## config.mk

```make
export PLATFORM = sky130hd
export DESIGN_NAME = dbo_ram
export DESIGN_NICKNAME = d
export VERILOG_FILES = /design/src/dbo_ram.sv
export SDC_FILE = /design/constraint.sdc
export NUM_CORES = 1
export LEC_CHECK = 0
export BUFFER_PORTS_ARGS = -buffer_cell sky130_fd_sc_hd__buf_4
export CAP_MARGIN = 20
export CORE_UTILIZATION = 33
export DETAILED_ROUTE_END_ITERATION = 10
export GPL_ROUTABILITY_DRIVEN = 0
export MAX_ROUTING_LAYER = met4
export PLACE_DENSITY = 0.45
export SETUP_SLACK_MARGIN = 0.5
export SLEW_MARGIN = 25
export SYNTH_ARGS = -nofsm -noshare
export SYNTH_HDL_FRONTEND = slang
export SYNTH_SLANG_ARGS = --single-unit
```

## constraint.sdc

```tcl
create_clock -name clk -period 2.4 [get_ports clk]
set_input_delay 0.24 -clock clk [delete_from_list [all_inputs] [get_ports clk]]
set_output_delay 0.24 -clock clk [all_outputs]
set_load 0.02 [all_outputs]
```

## src/dbo_ram.sv

```systemverilog
// ----------------------------------------------------------------------------
// dbo_ram: generic single-port-write, single-port-read RAM
// One write and one read per cycle; the read data is registered.
// ----------------------------------------------------------------------------
module dbo_ram #(
  parameter int WIDTH  = 8,
  parameter int DEPTH  = 16,
  parameter int ADDR_W = (DEPTH > 1) ? $clog2(DEPTH) : 1
) (
  input  logic              clk,
  input  logic              we,
  input  logic [ADDR_W-1:0] waddr,
  input  logic [WIDTH-1:0]  wdata,
  input  logic [ADDR_W-1:0] raddr,
  output logic [WIDTH-1:0]  rdata
);

  logic [WIDTH-1:0] mem [DEPTH];

  always_ff @(posedge clk) begin
    if (we) begin
      mem[waddr] <= wdata;
    end
    rdata <= mem[raddr];
  end

endmodule

```

# Word level (Yosys, flattened, before mapping)
# Memory sizes are Yosys's and may differ from the RTL's. A register that Yosys moved wholly into a read port is not among the register bits.
# Index checks and enable logic that the tools add are counted.
# classes
n_eq_ne	0
reduce_logical	0
magnitude_cmp	0
bitwise_logic	0
shifts	0
addsub	0
muxes	2
mul	0
div	0
# op_table
cell	n
2-to-1 mux 1 bit	2
# totals
wordCells	3
input_bits	18
regBits	0
ramBits	128
latch_bits	0
romBits	0
mem_count	1
out_inout_bits	8
# memory_table
name	depth	word_bits	rd	rd_ports_with_merged_regs	wr	line	text
mem	16	8	1	1	1	18	logic [WIDTH-1:0] mem [DEPTH];

# Depth between registers and ports, before layout
# Gate-level depths: netlist of run 1.
# logic_depth
depth_word	2
ltp_mapped	5
depth_no_buf	3

# Worst setup path before layout of run 1
# Ideal clock, no wire load.
# synth_path
path_kind	input port to flip-flop
from	in waddr[2]
to	mem mem[0][0] (enable)
setup_slack_ns	0.667
stages	2
arrival_time_ns	1.350
path_cell_list	or3b_2 nor3_1
# synth_rtl
element	line	text
start, declared	12	input logic [ADDR_W-1:0] waddr,
end, declared	18	
# No word-level cell before the write port.

==> results of run 1 <==
==> worst register-to-register path, cell delays in order (launching register included) <==
cell	delay, ns
edfxtp_1	0.36
mux4_1	0.53
a22oi_1	0.27
nand2_1	0.07
==> where the power goes <==
group          total, mW  switching [mW]  internal, mW
clock network       2.39           0.898          1.49
logic              0.277           0.154         0.123
registers           2.67          0.0166          2.66
==> flip-flops by register name, summed over array words and instances (netlist names) <==
signal  flops
mem       128
rdata       8
==> synth_stat cells <==
| library cell | n | share of area [%] |
|---|---|---|
| and2b_1 | 1 | 0.15 |
| mux4_1 | 14 | 7.1 |
| clkdlybuf4s25_2 | 3 | 0.58 |
| nor2_1 | 13 | 0.95 |
| dfxtp_1 | 8 | 3.1 |
| buf_2 | 3 | 0.29 |
| or3b_2 | 1 | 0.17 |
| a22oi_1 | 16 | 2.3 |
| buf_4 | 1 | 0.15 |
| nor3_1 | 4 | 0.39 |
| nand2b_1 | 2 | 0.24 |
| and2_1 | 1 | 0.12 |
| nand3_1 | 1 | 0.097 |
| nor2b_1 | 1 | 0.12 |
| nand2_1 | 9 | 0.66 |
| edfxtp_1 | 128 | 75 |
| buf_6 | 3 | 0.66 |
| mux4_2 | 18 | 7.9 |
| nand3b_1 | 2 | 0.29 |
==> cell usage in the layout (no fill, tap or decap), types with 4 or more instances in the layout <==
cell / n
nand2_1: 9
clkbuf_16: 17
a22oi_1: 16
clkinv_1: 7
buf_4: 47
mux4_1: 14
nor3_1: 4
nor2_1: 13
mux4_2: 18
edfxtp_1: 128
dfxtp_1: 8
==> final timing paths <==
check,startpoint,end,cells past startpoint
worst max-delay path,raddr[0],rdata[2]$_DFF_P_,5
worst min-delay path,wdata[2],mem[13][2]$_DFFE_PP_,1
worst max register to register,mem[9][1]$_DFFE_PP_,rdata[1]$_DFF_P_,3
worst min register to register,mem[12][7]$_DFFE_PP_,rdata[7]$_DFF_P_,3
==> routing by layer <==
metal / part of all wire [%] / global-route usage, %
met1: 45 / 18.08
met2: 50 / 24.21
met3: 2.9 / 4.471
met4: 1.5 / 5.462
met5: 0 / -
==> cell families (layout without fill, tap and decap cells) <==
| family | after synthesis | after routing | synth area share [%] |
|---|---|---|---|
| buffers and inverters | 10 | 79 | 1.677 |
| multiplexers | 32 | 32 | 15.02 |
| flip-flops | 136 | 136 | 77.78 |
| AO/OA/AOI/OAI | 16 | 16 | 2.334 |
| AND/OR/NAND/NOR | 35 | 35 | 3.184 |
==> cell type report <==
cell class | instances | area (um^2)
Timing Repair Buffer | 47 | 352.8
Clock inverter | 13 | 111.4
Fill cell | 1366 | 9009
Clock buffer | 19 | 432.9
Tap cell | 188 | 235.2
Multi-Input combinational cell | 83 | 1057
Sequential cell | 136 | 4004
==> results.cfg, run 1 <==
[outcome]
outcome = completed

[place]
post-place-cells = 454
place_worst_setup_slack_ns = 0.4646
hpwl_um = 6802
cell_area_reported_after_detailed_placement_um2 = 5649
placement.io_buffers = 25

[power]
ir_drop_v = 0.0005142
power_density_nw_per_um2 = 862.7
static-leakage-power_nw = 2.089
p_total_mw = 5.343

[worst_setup_path]
number_of_buffers_and_inverters_on_the_critical_path = 2
path_common_cell = buf_4
reg2reg_setup_slack_ns = 1.04
slowest_delay_ns = 0.56
critPathKind = in2reg
worst_path_max_delay_cell = mux4_1
path_delay_family = buffers and inverters
critPathMaxFanout = 20
crit_required_ns = 2.70
timing.critical_path.arrival_ns = 1.73
cp-start-kind = input pin
path_cells = buf_4 > buf_4 > mux4_1 > a22oi_1 > nand2_1
critical_path.endpoint_type = flop

[timing]
maxSlewHeadroom_pct = 66.42
slew_violations = 0
clock.fmax_ghz = 0.6994
unrepaired_setup_endpoints_after_global_routing = false
tightest_slew_ns = 0.5037
timing.final.setup_violations = 0
post-route-period-util_pct = 59.58
final_critical_path_setup_slack_ns = 0.9702
clock_skew_ns = 0.01289
hold_ws_ns = 0.1372
final.setup.tns_ns = 0
finalWorstPathRequiredPeriod_ns = 1.430
hold_violations = 0

[synth]
mappedNetlistNets = 247
synthesis.area_per_instance_um2 = 22.48
synth.yosys.seq_area_share_pct = 77.78
count_of_mapped_cells_out_of_synthesis = 229
yosysUniqueCellTypes = 19
post_synthesis_register_bit_count = 136
yosysWarnings = 0
synth.cell_area_um2 = 5147

[grt]
global_route.overflow_total = 0
grt_antenna_before_repair = 0
vias_in_the_first_global_route = 2661
grt_first_pass_wirelength_um = 16180
grt_max_degree = 29
grt.total_usage_pct = 15.08

[job]
total_of_max_cap_violations = 0

[detailed_routing]
post-route-drc-count = 0
drt_pre_antenna_iters = 4
drt_first_iter_violations = 201
detail_route.wl_per_cell_um = 21.53
vias = 2401
totalWireLength_um = 10470
drt.antenna.violating_nets = 0
route.detailed.vias_per_inst = 4.940

[clocking]
cts_hold_repair.buffers = 0
cts_root_buf = clkbuf_16
number_of_post_cts_setup_repair_buffers = 0
clkSlewWorstSetupHoldPaths_ns = 0.06
cts_inserted_buffers = 17
clk_latency_ns = 0.42
cts_resized = 0
clk_path_buf_depth = 2
tritoncts = yes
cts_htree_levels = 4
clkSinkCount = 136

[floorplan]
ioPinCount = 26
overall_die_area_um2 = 16100
die_width_um = 126.9
placement_rows = 45
initial_utilization_pct = 33.86
fp.coreArea_um2 = 15200
die_height_um = 126.9

[layout]
synthToLayoutAreaGrowth_pct = 20.32
antenna-diode-count = 0
final_cell_count_no_fill = 486
final_design_area_no_fill_um2 = 6193
final_core_utilization_pct = 40.74
finish.net_count = 303
layout-drive-gt1-share_pct = 29.87

[worst_hold_path]
hp-class = in2reg
No activity file was read; power rests on OpenSTA's default activity.
==> inputs of run 2 (changes only) <==
--- a/config.mk
+++ b/config.mk
@@ -11,7 +11,7 @@
 export DETAILED_ROUTE_END_ITERATION = 10
 export GPL_ROUTABILITY_DRIVEN = 0
 export MAX_ROUTING_LAYER = met4
-export PLACE_DENSITY = 0.45
+export PLACE_DENSITY = 0.47
 export SETUP_SLACK_MARGIN = 0.5
 export SLEW_MARGIN = 25
 export SYNTH_ARGS = -nofsm -noshare
==> constraint.sdc (replaced) <==
create_clock -name clk -period 1.25 [get_ports clk]
set_input_delay 0.125 -clock clk [delete_from_list [all_inputs] [get_ports clk]]
set_output_delay 0.125 -clock clk [all_outputs]
set_load 0.02 [all_outputs]
==> run 2 against run 1 <==
Effect of this change:
- the run now ends with negative setup slack left
- wire length decreased by 1.4%
- final cell count increased by 2.5%
- clock skew decreased by 0.0076 ns
- worst hold slack got worse by 0.12 ns
- die area unchanged
- power increased by 100%
- critical path type is now reg2reg
==> results.cfg, run 2 (same netlist as run 1, synthesis figures left out) <==
[outcome]
outcome = complete, but fails checks
violations = negative setup slack

[clocking]
cts_inserted_buffers = 17
tritoncts = yes
clk_path_buf_depth = 2
cts_hold_repair.buffers = 0
cts_htree_levels = 4
clkSlewWorstSetupHoldPaths_ns = 0.06
cts_root_buf = clkbuf_16
clkSinkCount = 136
clk_latency_ns = 0.41

[layout]
synthToLayoutAreaGrowth_pct = 32.81
commonest_non_fill_non_tap_cells_in_the_layout = edfxtp_1 (128), mux4_2 (32), buf_4 (24)
antenna-diode-count = 0
number_of_flip_flops_under_the_largest_register_name = 128
final_common_cell = edfxtp_1
top_reg_by_flops = mem
largestRegisters = mem x128, rdata x8
final_cell_count_no_fill = 498
finish.net_count = 315
layout-drive-gt1-share_pct = 51.94
final_core_utilization_pct = 44.97

[grt]
grt_max_degree = 17
global_route.overflow_total = 0
gr-max-usage-layer = met2
vias_in_the_first_global_route = 2778
grt_first_pass_wirelength_um = 16100
grt_antenna_before_repair = 0
groute.layer.met3.usage_pct = 3.754
grt.total_usage_pct = 14.87
globalRouteMet2Util_pct = 24.63
grtUsageMet1_pct = 16.91

[floorplan]
ioPinCount = 26
die_width_um = 126.9
die_height_um = 126.9
overall_die_area_um2 = 16100
placement_rows = 45
initial_utilization_pct = 33.86
fp.coreArea_um2 = 15200

[power]
power.combinational.fraction_pct = 6.6
power_density_nw_per_um2 = 1595
p_total_mw = 10.91
p_sw_share_pct = 20.29
power.switching_mw = 2.212
power_report.internal_total_mw = 8.694
static-leakage-power_nw = 2.245
share_clk_of_total_power_pct = 46.3
ir_drop_v = 0.0009944
power.sequential.fraction_pct = 47.2

[place]
hpwl_um = 6798
place_worst_setup_slack_ns = -0.3290
placement.io_buffers = 25
post-place-cells = 463

[timing]
unrepaired_setup_endpoints_after_global_routing = true
finalWorstPathRequiredPeriod_ns = 1.258
slew_violations = 0
clock.fmax_ghz = 0.7946
post-route-period-util_pct = 100.7
timing.final.setup_violations = 1
clock_skew_ns = 0.005294
hold_ws_ns = 0.02142
tightest_slew_ns = 0.9583
final_critical_path_setup_slack_ns = -0.008429
hold_violations = 0
maxSlewHeadroom_pct = 35.88

[worst_setup_path]
path_delay_family = multiplexers
slowest_delay_ns = 0.48
critPathKind = reg2reg
number_of_buffers_and_inverters_on_the_critical_path = 0
timing.critical_path.arrival_ns = 1.55
critPathMaxFanout = 1
cp-start-kind = flop
critical_path.endpoint_type = flop
worst_path_max_delay_cell = mux4_2
path_cells = mux4_2 > a22oi_2 > nand2_1
crit_required_ns = 1.55

[detailed_routing]
post-route-drc-count = 0
totalWireLength_um = 10320
drt_first_iter_violations = 177
route.detailed.vias_per_inst = 4.924
vias = 2452
drt_pre_antenna_iters = 4
drt.antenna.violating_nets = 0
detail_route.wl_per_cell_um = 20.72

[job]
total_of_max_cap_violations = 0

[worst_hold_path]
hp-class = in2reg
==> run 2: worst paths after layout <==
check	from	to	slack [ns]	depth (start not counted)
max	mem[11][7]$_DFFE_PP_	rdata[7]$_DFF_P_	-0.008	3
max reg2reg	mem[11][7]$_DFFE_PP_	rdata[7]$_DFF_P_	-0.008	3
min reg2reg	mem[4][0]$_DFFE_PP_	rdata[0]$_DFF_P_	0.66	3
min	wdata[2]	mem[7][2]$_DFFE_PP_	0.02	1
==> run 2: area by class of cell <==
type,instances,area (um^2)
fillers,1296,8366
clock inverters,12,150.1
well taps,188,235.2
clock buffers,20,456.7
multi-input cells,83,1222
flip-flops and latches,136,4014
repair buffers,59,758.2
==> run 2: power groups by stage <==
stage	Combinational [mW]	Sequential, mW	Clock [mW]
after floorplan	0.309	5.25	0
after global placement	0.666	5.23	0
after detailed placement	0.669	5.23	0
after CTS	0.730	5.15	5.14
after global routing	0.771	5.15	5.32
final	0.718	5.14	5.04
==> run 2: stage by stage <==
stage / area [um^2] / setup TNS (ns)
floorplan: 5275 / 0
global placement: 6036 / -5.764
detailed placement: 6036 / -6.529
CTS: 6805 / -0.06826
global route: 6837 / -0.2518
finish: 6837 / -0.008429
==> run 2: metal layers <==
| layer | vias to the layer above | routed length, um | part of all wire (%) |
|---|---|---|---|
| li1 | 1098 | - | - |
| met1 | 1289 | 4430 | 43 |
| met3 | 18 | 291 | 2.8 |
| met4 | 0 | 208 | 2.0 |
| met2 | 47 | 5388 | 52 |
| met5 | - | 0 | 0 |
==> run 2: what timing repair did <==
item,in CTS,in global routing
gates cloned,0,0
endpoints found under the setup margin,112,124
resized for setup,35,3
setup buffers,2,1
pin swaps,8,5
